[config.mk]
export PLATFORM = sky130hd
export DESIGN_NAME = bmp_stream_to_rgb565_top_flat
export DESIGN_NICKNAME = d
export VERILOG_FILES = /design/src/sv/bmps_pkg.sv /design/src/sv/bmps_req_if.sv /design/src/sv/bmps_rsp_if.sv /design/src/sv/bmps_front.sv /design/src/sv/bmps_fifo.sv /design/src/sv/bmps_back.sv /design/src/sv/bmp_stream_to_rgb565_top.sv /design/src/flat_wrapper.sv
export SDC_FILE = /design/constraint.sdc
export NUM_CORES = 2
export LEC_CHECK = 0
export BUFFER_PORTS_ARGS = -buffer_cell sky130_fd_sc_hd__buf_2
export CAP_MARGIN = 10
export CORE_MARGIN = 10
export CORE_UTILIZATION = 25
export DETAILED_ROUTE_END_ITERATION = 7
export PLACE_DENSITY = 0.45
export SYNTH_ARGS = -nofsm -noshare
export SYNTH_HDL_FRONTEND = slang
export SYNTH_HIERARCHICAL = 1
export SYNTH_SLANG_ARGS = --single-unit
[constraint.sdc]
create_clock -name clock -period 9.7 [get_ports clock]
set_clock_uncertainty 0.15 [all_clocks]
set_input_delay 1.455 -clock clock [delete_from_list [all_inputs] [get_ports clock]]
set_output_delay 1.455 -clock clock [all_outputs]
set_load 0.1 [all_outputs]
[src/sv/bmps_pkg.sv]
// ----------------------------------------------------------------------------
// bmps_pkg
// types, codes and helpers shared by the bmp stream to rgb565 block
// ----------------------------------------------------------------------------
package bmps_pkg;

   localparam int MAX_DIM = 4096;
   localparam int QDEPTH  = 4;
   localparam int QAW     = 2;

   localparam logic [15:0] BM_SIGNATURE = 16'h4D42;

   typedef enum logic [1:0] {
      KIND_HEADER = 2'd0,
      KIND_PIXEL  = 2'd1,
      KIND_ERROR  = 2'd2
   } kind_type;

   typedef enum logic [2:0] {
      ERR_NONE      = 3'd0,
      ERR_SIGNATURE = 3'd1,
      ERR_FORMAT    = 3'd2,
      ERR_DEPTH     = 3'd3,
      ERR_SIZE      = 3'd4
   } err_type;

   typedef enum logic [1:0] {
      PH_HEADER,
      PH_BODY,
      PH_IDLE
   } phase_type;

   typedef enum logic [1:0] {
      OP_HEADER,
      OP_ERROR,
      OP_PIX24,
      OP_PIX1
   } op_type;

   typedef struct packed {
      op_type      op;
      logic [11:0] x;
      logic [11:0] y;
      logic [15:0] color;
      logic [7:0]  bits;
      logic [3:0]  count;
      logic        last;
      logic [15:0] pal0;
      logic [15:0] pal1;
      logic [12:0] width;
      logic [12:0] height;
      logic        one_bit;
      err_type     err;
   } cmd_type;

   typedef struct packed {
      kind_type    kind;
      logic [11:0] pixel_x;
      logic [11:0] pixel_y;
      logic [15:0] color;
      logic        color_index;
      logic [12:0] image_width;
      logic [12:0] image_height;
      logic        one_bit_image;
      err_type     error_code;
      logic        last_pixel;
   } rsp_type;

   function automatic logic [15:0] to565(input logic [7:0] r, input logic [7:0] g,
                                         input logic [7:0] b);
      return {r[7:3], g[7:2], b[7:3]};
   endfunction

endpackage

[src/sv/bmps_req_if.sv]
// ----------------------------------------------------------------------------
// bmps_req_if
// file byte channel
// ----------------------------------------------------------------------------
interface bmps_req_if;
   logic       valid;
   logic       ready;
   logic [7:0] data_byte;
   logic       end_of_file;

   modport source (output valid, output data_byte, output end_of_file, input ready);
   modport sink   (input valid, input data_byte, input end_of_file, output ready);
endinterface

[src/sv/bmps_rsp_if.sv]
// ----------------------------------------------------------------------------
// bmps_rsp_if
// result channel
// ----------------------------------------------------------------------------
interface bmps_rsp_if;
   logic        valid;
   logic        ready;
   logic [1:0]  kind;
   logic [11:0] pixel_x;
   logic [11:0] pixel_y;
   logic [15:0] color;
   logic        color_index;
   logic [12:0] image_width;
   logic [12:0] image_height;
   logic        one_bit_image;
   logic [2:0]  error_code;
   logic        last_pixel;

   modport source (output valid, output kind, output pixel_x, output pixel_y,
                   output color, output color_index, output image_width,
                   output image_height, output one_bit_image, output error_code,
                   output last_pixel, input ready);
   modport sink   (input valid, input kind, input pixel_x, input pixel_y,
                   input color, input color_index, input image_width,
                   input image_height, input one_bit_image, input error_code,
                   input last_pixel, output ready);
endinterface

[src/sv/bmps_front.sv]
// ----------------------------------------------------------------------------
// bmps_front
// header parser and row walker, one file byte per transfer, emits commands
// ----------------------------------------------------------------------------
module bmps_front (
   input  logic              clock,
   input  logic              reset,
   bmps_req_if.sink          req_bus,
   input  logic              q_full,
   output logic              push,
   output bmps_pkg::cmd_type cmd
);
   import bmps_pkg::*;

   phase_type   phase_ff, phase_in;
   logic [31:0] pos_ff, pos_in;
   logic [31:0] shift_ff, shift_in;
   logic [31:0] offset_ff, offset_in;
   logic [31:0] dib_ff, dib_in;
   logic [12:0] width_ff, width_in;
   logic [12:0] height_ff, height_in;
   logic        bottom_ff, bottom_in;
   logic        one_ff, one_in;
   logic [15:0] pal0_ff, pal0_in;
   logic [15:0] pal1_ff, pal1_in;
   logic [15:0] pbg_ff, pbg_in;
   logic [12:0] row_ff, row_in;
   logic [13:0] bir_ff, bir_in;
   logic [12:0] col_ff, col_in;
   logic [1:0]  ph3_ff, ph3_in;
   logic        fmt_ff, fmt_in;
   logic        dep_ff, dep_in;
   logic [13:0] rowbytes_ff, rowbytes_in;

   logic        accept;
   logic [7:0]  b;
   logic [1:0]  k;
   logic [31:0] v;
   logic [31:0] vabs;
   logic        do_decide;
   err_type     err;
   logic [32:0] base;
   logic [32:0] poff;
   logic [12:0] yfull;
   logic        last_row;
   logic [12:0] rem;
   logic [3:0]  n;
   logic [13:0] three_w;
   logic [17:0] bits24;
   logic [14:0] bir_next;

   assign req_bus.ready = !q_full;
   assign accept        = req_bus.valid && !q_full;
   assign b             = req_bus.data_byte;

   always_comb begin
      phase_in    = phase_ff;
      pos_in      = pos_ff;
      shift_in    = shift_ff;
      offset_in   = offset_ff;
      dib_in      = dib_ff;
      width_in    = width_ff;
      height_in   = height_ff;
      bottom_in   = bottom_ff;
      one_in      = one_ff;
      pal0_in     = pal0_ff;
      pal1_in     = pal1_ff;
      pbg_in      = pbg_ff;
      row_in      = row_ff;
      bir_in      = bir_ff;
      col_in      = col_ff;
      ph3_in      = ph3_ff;
      fmt_in      = fmt_ff;
      dep_in      = dep_ff;
      rowbytes_in = rowbytes_ff;
      push        = 1'b0;
      cmd         = '0;
      cmd.op      = OP_HEADER;
      cmd.err     = ERR_NONE;
      do_decide   = 1'b0;
      err         = ERR_NONE;

      if (pos_ff < 32'd2)       k = pos_ff[1:0];
      else if (pos_ff < 32'd26) k = pos_ff[1:0] ^ 2'b10;
      else if (pos_ff < 32'd30) k = {1'b0, pos_ff[0]};
      else                      k = pos_ff[1:0] ^ 2'b10;
      v    = (k == 2'd0) ? {24'd0, b} : (shift_ff | ({24'd0, b} << {k, 3'b000}));
      vabs = v[31] ? (32'd0 - v) : v;

      base  = (dib_ff > 32'd12) ? ({1'b0, dib_ff} + 33'd14) : 33'd30;
      poff  = {1'b0, pos_ff} - base;
      yfull = bottom_ff ? (height_ff - 13'd1 - row_ff) : row_ff;
      last_row = ({1'b0, row_ff} + 14'd1) == {1'b0, height_ff};
      rem   = width_ff - col_ff;
      n     = (rem >= 13'd8) ? 4'd8 : rem[3:0];
      three_w  = {width_ff, 1'b0} + {1'b0, width_ff};
      bits24   = {width_ff, 4'b0000} + {1'b0, width_ff, 3'b000};
      bir_next = {1'b0, bir_ff} + 15'd1;

      if (accept) begin
         unique case (phase_ff)
            PH_HEADER: begin
               shift_in = v;
               pos_in   = pos_ff + 32'd1;
               case (pos_ff)
                  32'd1: begin
                     if (v[15:0] != BM_SIGNATURE) begin
                        phase_in = PH_IDLE;
                        push     = 1'b1;
                        cmd.op   = OP_ERROR;
                        cmd.err  = ERR_SIGNATURE;
                     end
                  end
                  32'd13: offset_in = v;
                  32'd17: dib_in = v;
                  32'd21: width_in = (v == 32'd0 || v > 32'(MAX_DIM)) ? 13'd0 : v[12:0];
                  32'd25: begin
                     if (v[31]) bottom_in = 1'b0;
                     height_in = (vabs == 32'd0 || vabs > 32'(MAX_DIM)) ? 13'd0 : vabs[12:0];
                  end
                  32'd27: if (v != 32'd1) fmt_in = 1'b1;
                  32'd29: begin
                     if (v == 32'd1)       one_in = 1'b1;
                     else if (v == 32'd24) one_in = 1'b0;
                     else                  dep_in = 1'b1;
                     do_decide = (dib_ff <= 32'd12);
                  end
                  32'd33: begin
                     if (v != 32'd0) fmt_in = 1'b1;
                     do_decide = 1'b1;
                  end
                  default: ;
               endcase
               if (do_decide) begin
                  if (fmt_in)                                   err = ERR_FORMAT;
                  else if (dep_in)                              err = ERR_DEPTH;
                  else if (width_ff == 13'd0 || height_ff == 13'd0) err = ERR_SIZE;
                  push = 1'b1;
                  if (err != ERR_NONE) begin
                     phase_in = PH_IDLE;
                     cmd.op   = OP_ERROR;
                     cmd.err  = err;
                  end else begin
                     phase_in = PH_BODY;
                     row_in   = '0;
                     bir_in   = '0;
                     col_in   = '0;
                     ph3_in   = '0;
                     if (one_in)
                        rowbytes_in = {12'(({1'b0, width_ff} + 14'd31) >> 5), 2'b00};
                     else
                        rowbytes_in = {12'(({1'b0, bits24} + 19'd31) >> 5), 2'b00};
                     cmd.op      = OP_HEADER;
                     cmd.width   = width_ff;
                     cmd.height  = height_ff;
                     cmd.one_bit = one_in;
                  end
               end
            end
            PH_BODY: begin
               if (pos_ff != 32'hFFFF_FFFF) pos_in = pos_ff + 32'd1;
               if (pos_ff < offset_ff) begin
                  if ({1'b0, pos_ff} >= base && poff < 33'd8) begin
                     case (poff[1:0])
                        2'd0: pbg_in = {8'd0, b};
                        2'd1: pbg_in = {b, pbg_ff[7:0]};
                        2'd2: begin
                           if (poff[2]) pal1_in = to565(b, pbg_ff[15:8], pbg_ff[7:0]);
                           else         pal0_in = to565(b, pbg_ff[15:8], pbg_ff[7:0]);
                        end
                        default: ;
                     endcase
                  end
               end else begin
                  cmd.x    = col_ff[11:0];
                  cmd.y    = yfull[11:0];
                  cmd.pal0 = pal0_ff;
                  cmd.pal1 = pal1_ff;
                  if (one_ff) begin
                     if (n != 4'd0) begin
                        push      = 1'b1;
                        cmd.op    = OP_PIX1;
                        cmd.bits  = b;
                        cmd.count = n;
                        cmd.last  = last_row && ((col_ff + 13'(n)) == width_ff);
                        col_in    = col_ff + 13'(n);
                     end
                  end else if (bir_ff < three_w) begin
                     ph3_in = (ph3_ff == 2'd2) ? 2'd0 : ph3_ff + 2'd1;
                     case (ph3_ff)
                        2'd0: pbg_in = {8'd0, b};
                        2'd1: pbg_in = {b, pbg_ff[7:0]};
                        default: begin
                           push      = 1'b1;
                           cmd.op    = OP_PIX24;
                           cmd.color = to565(b, pbg_ff[15:8], pbg_ff[7:0]);
                           cmd.last  = last_row && ((col_ff + 13'd1) == width_ff);
                           col_in    = col_ff + 13'd1;
                        end
                     endcase
                  end
                  bir_in = bir_next[13:0];
                  if (bir_next >= {1'b0, rowbytes_ff}) begin
                     bir_in = '0;
                     col_in = '0;
                     ph3_in = '0;
                     row_in = row_ff + 13'd1;
                     if (({1'b0, row_ff} + 14'd1) >= {1'b0, height_ff}) phase_in = PH_IDLE;
                  end
               end
            end
            default: ;
         endcase

         if (req_bus.end_of_file) begin
            phase_in    = PH_HEADER;
            pos_in      = '0;
            shift_in    = '0;
            offset_in   = '0;
            dib_in      = '0;
            width_in    = '0;
            height_in   = '0;
            bottom_in   = 1'b1;
            one_in      = 1'b0;
            pal0_in     = '0;
            pal1_in     = '0;
            pbg_in      = '0;
            row_in      = '0;
            bir_in      = '0;
            col_in      = '0;
            ph3_in      = '0;
            fmt_in      = 1'b0;
            dep_in      = 1'b0;
            rowbytes_in = '0;
         end
      end
   end

   always_ff @(posedge clock) begin
      if (reset) begin
         phase_ff    <= PH_HEADER;
         pos_ff      <= '0;
         shift_ff    <= '0;
         offset_ff   <= '0;
         dib_ff      <= '0;
         width_ff    <= '0;
         height_ff   <= '0;
         bottom_ff   <= 1'b1;
         one_ff      <= 1'b0;
         pal0_ff     <= '0;
         pal1_ff     <= '0;
         pbg_ff      <= '0;
         row_ff      <= '0;
         bir_ff      <= '0;
         col_ff      <= '0;
         ph3_ff      <= '0;
         fmt_ff      <= 1'b0;
         dep_ff      <= 1'b0;
         rowbytes_ff <= '0;
      end else begin
         phase_ff    <= phase_in;
         pos_ff      <= pos_in;
         shift_ff    <= shift_in;
         offset_ff   <= offset_in;
         dib_ff      <= dib_in;
         width_ff    <= width_in;
         height_ff   <= height_in;
         bottom_ff   <= bottom_in;
         one_ff      <= one_in;
         pal0_ff     <= pal0_in;
         pal1_ff     <= pal1_in;
         pbg_ff      <= pbg_in;
         row_ff      <= row_in;
         bir_ff      <= bir_in;
         col_ff      <= col_in;
         ph3_ff      <= ph3_in;
         fmt_ff      <= fmt_in;
         dep_ff      <= dep_in;
         rowbytes_ff <= rowbytes_in;
      end
   end

endmodule

[src/sv/bmps_fifo.sv]
// ----------------------------------------------------------------------------
// bmps_fifo
// short command queue between parser and pixel expander
// ----------------------------------------------------------------------------
module bmps_fifo (
   input  logic              clock,
   input  logic              reset,
   input  logic              push,
   input  bmps_pkg::cmd_type push_cmd,
   input  logic              pop,
   output logic              full,
   output logic              empty,
   output bmps_pkg::cmd_type head
);
   import bmps_pkg::*;

   cmd_type          mem_ff [QDEPTH];
   logic [QAW-1:0]   wr_ff, wr_in;
   logic [QAW-1:0]   rd_ff, rd_in;
   logic [QAW:0]     fill_ff, fill_in;

   assign full  = (fill_ff == (QAW+1)'(QDEPTH));
   assign empty = (fill_ff == '0);
   assign head  = mem_ff[rd_ff];

   always_comb begin
      wr_in   = push ? wr_ff + 1'b1 : wr_ff;
      rd_in   = pop ? rd_ff + 1'b1 : rd_ff;
      fill_in = fill_ff + (QAW+1)'(push) - (QAW+1)'(pop);
   end

   always_ff @(posedge clock) begin
      if (push) mem_ff[wr_ff] <= push_cmd;
   end

   always_ff @(posedge clock) begin
      if (reset) begin
         wr_ff   <= '0;
         rd_ff   <= '0;
         fill_ff <= '0;
      end else begin
         wr_ff   <= wr_in;
         rd_ff   <= rd_in;
         fill_ff <= fill_in;
      end
   end

endmodule

[src/sv/bmps_back.sv]
// ----------------------------------------------------------------------------
// bmps_back
// expands queued commands into results, one per cycle unless empty or stalled
// ----------------------------------------------------------------------------
module bmps_back (
   input  logic              clock,
   input  logic              reset,
   input  logic              empty,
   input  bmps_pkg::cmd_type head,
   output logic              pop,
   bmps_rsp_if.source        rsp_bus
);
   import bmps_pkg::*;

   rsp_type    rsp_ff, rsp_in;
   logic       valid_ff, valid_in;
   logic [2:0] idx_ff, idx_in;
   logic       advance;
   logic       bit_val;

   assign advance = !valid_ff || rsp_bus.ready;

   always_comb begin
      rsp_in   = rsp_ff;
      valid_in = valid_ff;
      idx_in   = idx_ff;
      pop      = 1'b0;
      bit_val  = head.bits[3'd7 - idx_ff];
      if (advance) begin
         valid_in = !empty;
         if (!empty) begin
            rsp_in            = '0;
            rsp_in.error_code = ERR_NONE;
            case (head.op)
               OP_HEADER: begin
                  rsp_in.kind          = KIND_HEADER;
                  rsp_in.image_width   = head.width;
                  rsp_in.image_height  = head.height;
                  rsp_in.one_bit_image = head.one_bit;
                  pop = 1'b1;
               end
               OP_ERROR: begin
                  rsp_in.kind       = KIND_ERROR;
                  rsp_in.error_code = head.err;
                  pop = 1'b1;
               end
               OP_PIX24: begin
                  rsp_in.kind       = KIND_PIXEL;
                  rsp_in.pixel_x    = head.x;
                  rsp_in.pixel_y    = head.y;
                  rsp_in.color      = head.color;
                  rsp_in.last_pixel = head.last;
                  pop = 1'b1;
               end
               default: begin
                  rsp_in.kind        = KIND_PIXEL;
                  rsp_in.pixel_x     = head.x + 12'(idx_ff);
                  rsp_in.pixel_y     = head.y;
                  rsp_in.color_index = bit_val;
                  rsp_in.color       = bit_val ? head.pal1 : head.pal0;
                  if ({1'b0, idx_ff} == head.count - 4'd1) begin
                     rsp_in.last_pixel = head.last;
                     pop    = 1'b1;
                     idx_in = '0;
                  end else begin
                     idx_in = idx_ff + 3'd1;
                  end
               end
            endcase
         end
      end
   end

   always_ff @(posedge clock) begin
      if (reset) begin
         valid_ff <= 1'b0;
         idx_ff   <= '0;
      end else begin
         valid_ff <= valid_in;
         idx_ff   <= idx_in;
      end
   end

   always_ff @(posedge clock) begin
      rsp_ff <= rsp_in;
   end

   assign rsp_bus.valid         = valid_ff;
   assign rsp_bus.kind          = rsp_ff.kind;
   assign rsp_bus.pixel_x       = rsp_ff.pixel_x;
   assign rsp_bus.pixel_y       = rsp_ff.pixel_y;
   assign rsp_bus.color         = rsp_ff.color;
   assign rsp_bus.color_index   = rsp_ff.color_index;
   assign rsp_bus.image_width   = rsp_ff.image_width;
   assign rsp_bus.image_height  = rsp_ff.image_height;
   assign rsp_bus.one_bit_image = rsp_ff.one_bit_image;
   assign rsp_bus.error_code    = rsp_ff.error_code;
   assign rsp_bus.last_pixel    = rsp_ff.last_pixel;

`ifndef ASSERT_OFF
   a_mid_cmd_queued: assert property (@(posedge clock) disable iff (reset)
      idx_ff != 3'd0 |-> !empty && head.op == OP_PIX1)
      else $error("pixel expansion index set without a queued 1-bit command");
   a_last_is_pixel: assert property (@(posedge clock) disable iff (reset)
      valid_ff && rsp_ff.last_pixel |-> rsp_ff.kind == KIND_PIXEL)
      else $error("last pixel flag on a non-pixel result");
   a_error_has_code: assert property (@(posedge clock) disable iff (reset)
      valid_ff && rsp_ff.kind == KIND_ERROR |-> rsp_ff.error_code != ERR_NONE)
      else $error("error result without an error code");
`endif

endmodule

[src/sv/bmp_stream_to_rgb565_top.sv]
// ----------------------------------------------------------------------------
// bmp_stream_to_rgb565_top
// bmp file byte stream to rgb565 pixel stream
// ----------------------------------------------------------------------------
// path: commands are queued, then the expander registers each result
// throughput: one byte per cycle while the queue is not full; a 1-bit byte
//   gives up to 8 expander results, one per cycle while the output is ready
// reset: synchronous, clears parser state, queue pointers and result valid flag
module bmp_stream_to_rgb565_top (
   input  logic       clock,
   input  logic       reset,
   bmps_req_if.sink   req_bus,
   bmps_rsp_if.source rsp_bus
);
   import bmps_pkg::*;

   logic    push;
   logic    pop;
   logic    full;
   logic    empty;
   cmd_type push_cmd;
   cmd_type head;

   bmps_front u_front (
      .clock   (clock),
      .reset   (reset),
      .req_bus (req_bus),
      .q_full  (full),
      .push    (push),
      .cmd     (push_cmd)
   );

   bmps_fifo u_fifo (
      .clock    (clock),
      .reset    (reset),
      .push     (push),
      .push_cmd (push_cmd),
      .pop      (pop),
      .full     (full),
      .empty    (empty),
      .head     (head)
   );

   bmps_back u_back (
      .clock   (clock),
      .reset   (reset),
      .empty   (empty),
      .head    (head),
      .pop     (pop),
      .rsp_bus (rsp_bus)
   );

endmodule
[src/flat_wrapper.sv]
// flat-port wrapper written by rule: the top's interface ports become plain ports
module bmp_stream_to_rgb565_top_flat import bmps_pkg::*;
  (clock, reset, req_bus_valid, req_bus_data_byte, req_bus_end_of_file, req_bus_ready, rsp_bus_valid, rsp_bus_kind, rsp_bus_pixel_x, rsp_bus_pixel_y, rsp_bus_color, rsp_bus_color_index, rsp_bus_image_width, rsp_bus_image_height, rsp_bus_one_bit_image, rsp_bus_error_code, rsp_bus_last_pixel, rsp_bus_ready);
  bmps_req_if req_bus_i ();
  bmps_rsp_if rsp_bus_i ();
  input  logic clock;
  input  logic reset;
  input wire logic [$bits(req_bus_i.valid)-1:0] req_bus_valid;
  input wire logic [$bits(req_bus_i.data_byte)-1:0] req_bus_data_byte;
  input wire logic [$bits(req_bus_i.end_of_file)-1:0] req_bus_end_of_file;
  output wire logic [$bits(req_bus_i.ready)-1:0] req_bus_ready;
  output wire logic [$bits(rsp_bus_i.valid)-1:0] rsp_bus_valid;
  output wire logic [$bits(rsp_bus_i.kind)-1:0] rsp_bus_kind;
  output wire logic [$bits(rsp_bus_i.pixel_x)-1:0] rsp_bus_pixel_x;
  output wire logic [$bits(rsp_bus_i.pixel_y)-1:0] rsp_bus_pixel_y;
  output wire logic [$bits(rsp_bus_i.color)-1:0] rsp_bus_color;
  output wire logic [$bits(rsp_bus_i.color_index)-1:0] rsp_bus_color_index;
  output wire logic [$bits(rsp_bus_i.image_width)-1:0] rsp_bus_image_width;
  output wire logic [$bits(rsp_bus_i.image_height)-1:0] rsp_bus_image_height;
  output wire logic [$bits(rsp_bus_i.one_bit_image)-1:0] rsp_bus_one_bit_image;
  output wire logic [$bits(rsp_bus_i.error_code)-1:0] rsp_bus_error_code;
  output wire logic [$bits(rsp_bus_i.last_pixel)-1:0] rsp_bus_last_pixel;
  input wire logic [$bits(rsp_bus_i.ready)-1:0] rsp_bus_ready;
  assign req_bus_i.valid = req_bus_valid;
  assign req_bus_i.data_byte = req_bus_data_byte;
  assign req_bus_i.end_of_file = req_bus_end_of_file;
  assign req_bus_ready = req_bus_i.ready;
  assign rsp_bus_valid = rsp_bus_i.valid;
  assign rsp_bus_kind = rsp_bus_i.kind;
  assign rsp_bus_pixel_x = rsp_bus_i.pixel_x;
  assign rsp_bus_pixel_y = rsp_bus_i.pixel_y;
  assign rsp_bus_color = rsp_bus_i.color;
  assign rsp_bus_color_index = rsp_bus_i.color_index;
  assign rsp_bus_image_width = rsp_bus_i.image_width;
  assign rsp_bus_image_height = rsp_bus_i.image_height;
  assign rsp_bus_one_bit_image = rsp_bus_i.one_bit_image;
  assign rsp_bus_error_code = rsp_bus_i.error_code;
  assign rsp_bus_last_pixel = rsp_bus_i.last_pixel;
  assign rsp_bus_i.ready = rsp_bus_ready;
  bmp_stream_to_rgb565_top u_core (.clock(clock), .reset(reset), .req_bus(req_bus_i), .rsp_bus(rsp_bus_i));
endmodule
==> flow_summary.toml <==
[outcome]
outcome = "completed"

[routing]
wire_per_inst_um = 21.47
first_pass_iters = 5
vias = 30815
routed_wl_um = 133100
drtIter0Drc = 2136
ant_nets = 0
vias_per_cell = 4.970
drc_errors = 0

[power_and_ir_drop]
p_leak_uw = 0.01743
p_per_area_nw_per_um2 = 210.8
p_sw_uw = 3668
peakVddDrop_mv = 0.1670
clkPwrFrac_pct = 35.2
p_total_uw = 10270
seqPwrFrac_pct = 39.2
p_sw_share_pct = 35.71
share_comb_of_total_power_pct = 25.6
internal_power_uw = 6606

[global_routing]
grtUsageTotal_pct = 13.83
grt_max_degree = 86
grt_pass1_wl_um = 200800
grt_pass1_vias = 30525
antenna_found_initial = 2
grt-ovfl-total = 0

[cts]
worstSkewPairLatency_ps = 720
root_buffer = "clkbuf_16"
cts-hold-fix-buffers = 0
ctsResizeCount = 0
cts_sinks = 812
htree_num_levels = 3
path_clk_slew_ps = 60
cts_tree = "yes"
cts_setup_buffers = 0
cts_buffers = 92
cts_buffer_depth = 3

[synth]
synth_compound_area_share_pct = 12.78
synthSimpleGateAreaFrac_pct = 14.67
synth_top_family_by_area = "simple AND/OR/NAND/NOR gates"
synth_edf_count = 542
yosys_register_bits = 812
synthesis.instances = 3869
synth_area_per_cell_sq_um = 11.02
ys_async_sr_fraction_pct = 0
syn_nets = 4080
synthAdderAreaFrac_pct = 6.112
yosys_warnings = 6
dominantRegCellSynth = "edfxtp_1"
netlist_area_sq_um = 42620
muxShareOfSynthArea_pct = 8.143
yosysSeqAreaShare_pct = 50.87
synth_cell_type_count = 93
synth_xor_area_share_pct = 3.872

[setup_path]
worstReg2RegEnd = "u_core/u_fifo/mem_ff[1][21]$_DFFE_PP_"
reg2reg_from = "u_core/u_front/width_ff[2]$_SDFFE_PP0P_"
cpMostUsedCell = "a31o_2"
worstSetupStartpointType = "flip-flop"
rr_worst_depth = 19
worstSetupPathType = "reg2reg"
worstPathRequired_ps = 9880
path_max_fanout = 64
slowest_delay_ps = 910
cp_slowest_cell = "and2_4"
end_kind = "flip-flop"
ff2ff_setup_slack_ps = 1690
cp_cell_sequence = "inv_1 -> ha_1 -> a31o_2 -> a31o_2 -> a31o_2 -> a31o_2 -> a31oi_1 -> xnor2_1 -> ha_1 -> a21oi_1 -> o221ai_1 -> or3b_2 -> o21ai_0 -> nand2_1 -> nand2_1 -> a21oi_1 -> nor3_1 -> and2_4 -> buf_12"
critPathArrivalTime_ps = 8190

[sta]
max_slew_margin_pct = 19.45
period_needed_ps = 8010
setup_violations = 0
max_freq_mhz = 124.8
holdWs_ps = 299.8
slew_violations = 0
rsz0062_at_grt = "false"
fin_tns_setup_ps = 0
finalHoldViolCount = 0
tightest_slew_ps = 1199
period_share_pct = 82.58

[hold_path]
min_from = "u_core/u_front/pbg_ff[11]$_SDFFE_PP0P_"
hp-class = "reg2reg"
hold-path-endpoint = "u_core/u_front/pal0_ff[6]$_SDFFE_PP0P_"
holdPathStages = 2

[place]
place.gp.congestion = 0.8538
hpwl_um = 94280
io_buffers = 88
placed_cells = 6026

[floorplan]
fp-row-count = 151
io_pins = 89
coreArea_sq_um = 169500
initial_core_util_pct = 25.15
die_h_um = 432.9
die_area_sq_um = 187400
die_x_um = 432.9

[layout]
area_growth_pct = 14.34
final_util_pct = 28.76
final_cells = 6200
fin_nets = 4113
drive_gt1_share_pct = 12.16

[job]
max-cap-violations = 0
[through the flow]
step	area, sq um	worst slack, ps
2_1_floorplan	42620	1693
3_3_place_gp	45580	1723
3_5_place_dp	45580	1686
4_1_cts	48730	1643
5_1_grt	48730	1119
6_report	48740	1690
[cells by family (layout without fill, tap and decap cells)]
group           count (synthesis)  in the layout
compound gates                856            856
xor+xnor                      185            185
fa+ha+maj                     198            198
buf+inv                       376            488
flops                         812            812
mux                           196            196
other cells                     0              1
simple gates                 1246           1246
[area by class of cell]
class | instances | area, sq um
Inverter | 172 | 645.6
Timing Repair Buffer | 143 | 909.6
Multi-Input combinational cell | 2681 | 19560
Clock inverter | 48 | 629.4
Tap cell | 2218 | 2775
Antenna cell | 1 | 2.502
Fill cell | 17356 | 120700
Clock buffer | 125 | 2527
Sequential cell | 812 | 21690
[flip-flops by register name, indices dropped and copies added (netlist names), 3 cells and up, named ones only]
name	count
u_core/u_fifo/mem_ff	468
u_core/u_front/dib_ff	32
u_core/u_front/offset_ff	32
u_core/u_front/pos_ff	32
u_core/u_front/shift_ff	32
u_core/u_back/rsp_bus.color	16
u_core/u_front/pal0_ff	16
u_core/u_front/pal1_ff	16
u_core/u_front/bir_ff	14
u_core/u_back/rsp_bus.image_height	13
u_core/u_back/rsp_bus.image_width	13
u_core/u_front/col_ff	13
u_core/u_front/height_ff	13
u_core/u_front/row_ff	13
u_core/u_front/width_ff	13
u_core/u_back/rsp_bus.pixel_x	12
u_core/u_back/rsp_bus.pixel_y	12
u_core/u_front/rowbytes_ff	12
u_core/u_front/pbg_ff	11
u_core/u_back/idx_ff	3
u_core/u_back/rsp_bus.error_code	3
u_core/u_fifo/fill_ff	3
[Yosys cell counts (26+ instances only)]
cell type	instances	area share, %
edfxtp_1	542	38
nor2_1	362	3.2
a21oi_1	273	3.2
dfxtp_1	270	13
nand2_1	254	2.2
o21ai_0	182	2.1
ha_1	181	5.3
inv_1	170	1.5
clkbuf_1	159	1.4
mux4_2	117	6.2
nor3_1	113	1.3
and2_1	111	1.6
nand3_1	109	1.3
xnor2_1	107	2.2
xor2_1	76	1.6
mux2i_1	67	1.6
a22oi_1	61	1.1
nand4_1	46	0.68
a31oi_1	38	0.56
nor4_1	38	0.56
and3_1	37	0.54
a21o_1	34	0.60
a211oi_1	29	0.51
buf_2	28	0.33
nor2b_1	28	0.41
nand2b_1	27	0.40
or3_1	26	0.38
[worst max-delay path: cells and delay by family, from the launching register on]
family	cells	cell delay (ps)
simple gates	5	3030
xor+xnor	1	160
buf+inv	2	640
compound gates	9	2300
flops	1	550
fa+ha+maj	2	680
[cells in the final DEF (no fill, tap or decap), types with 14 or more instances in the layout]
cell type,count
a211oi_1,29
a21o_1,34
a21oi_1,272
a22o_1,16
a22oi_1,60
a31o_2,15
a31oi_1,37
a32oi_1,14
and2_1,107
and3_1,37
and4_1,16
buf_2,87
buf_4,51
clkbuf_1,24
clkbuf_16,93
clkinv_2,14
dfxtp_1,268
edfxtp_1,542
fa_1,17
ha_1,181
inv_1,170
mux2i_1,67
mux4_2,117
nand2_1,254
nand2b_1,27
nand3_1,109
nand4_1,46
nor2_1,359
nor2b_1,28
nor3_1,110
nor4_1,36
o211ai_1,19
o21a_1,24
o21ai_0,180
or3_1,26
xnor2_1,107
xor2_1,76
[metal layers]
metal	up-vias	global-route usage (%)	routed length [um]
li1	14522	-	-
met4	0	3.319	2521
met2	744	22.48	61730
met1	15391	19.47	62970
met3	158	1.727	5890
met5	-	0	0
[how the worst max path moves through the flow]
| stage | start | endpoint | depth (start not counted) |
|---|---|---|---|
| 2_1_floorplan | u_core/u_front/width_ff[3]$_SDFFE_PP0P_ | u_core/u_fifo/mem_ff[0][0]$_DFFE_PP_ | 19 |
| 3_3_place_gp | u_core/u_front/width_ff[2]$_SDFFE_PP0P_ | u_core/u_fifo/mem_ff[1][19]$_DFFE_PP_ | 19 |
| 3_5_place_dp | u_core/u_front/width_ff[2]$_SDFFE_PP0P_ | u_core/u_fifo/mem_ff[1][20]$_DFFE_PP_ | 19 |
| 4_1_cts | u_core/u_front/width_ff[2]$_SDFFE_PP0P_ | u_core/u_fifo/mem_ff[1][20]$_DFFE_PP_ | 19 |
| 5_1_grt | u_core/u_front/width_ff[4]$_SDFFE_PP0P_ | u_core/u_fifo/mem_ff[1][20]$_DFFE_PP_ | 20 |
| 6_report | u_core/u_front/width_ff[2]$_SDFFE_PP0P_ | u_core/u_fifo/mem_ff[1][21]$_DFFE_PP_ | 19 |
[power groups by stage]
stage	Combinational [uW]	Clock, uW	Sequential [uW]
finish	2630	3620	4030
global route	2770	3860	4060
CTS	2670	3720	4040
detailed placement	2660	0	4110
global placement	2670	0	4110
floorplan	997	0	5180
No activity file was read; power rests on OpenSTA's default activity.
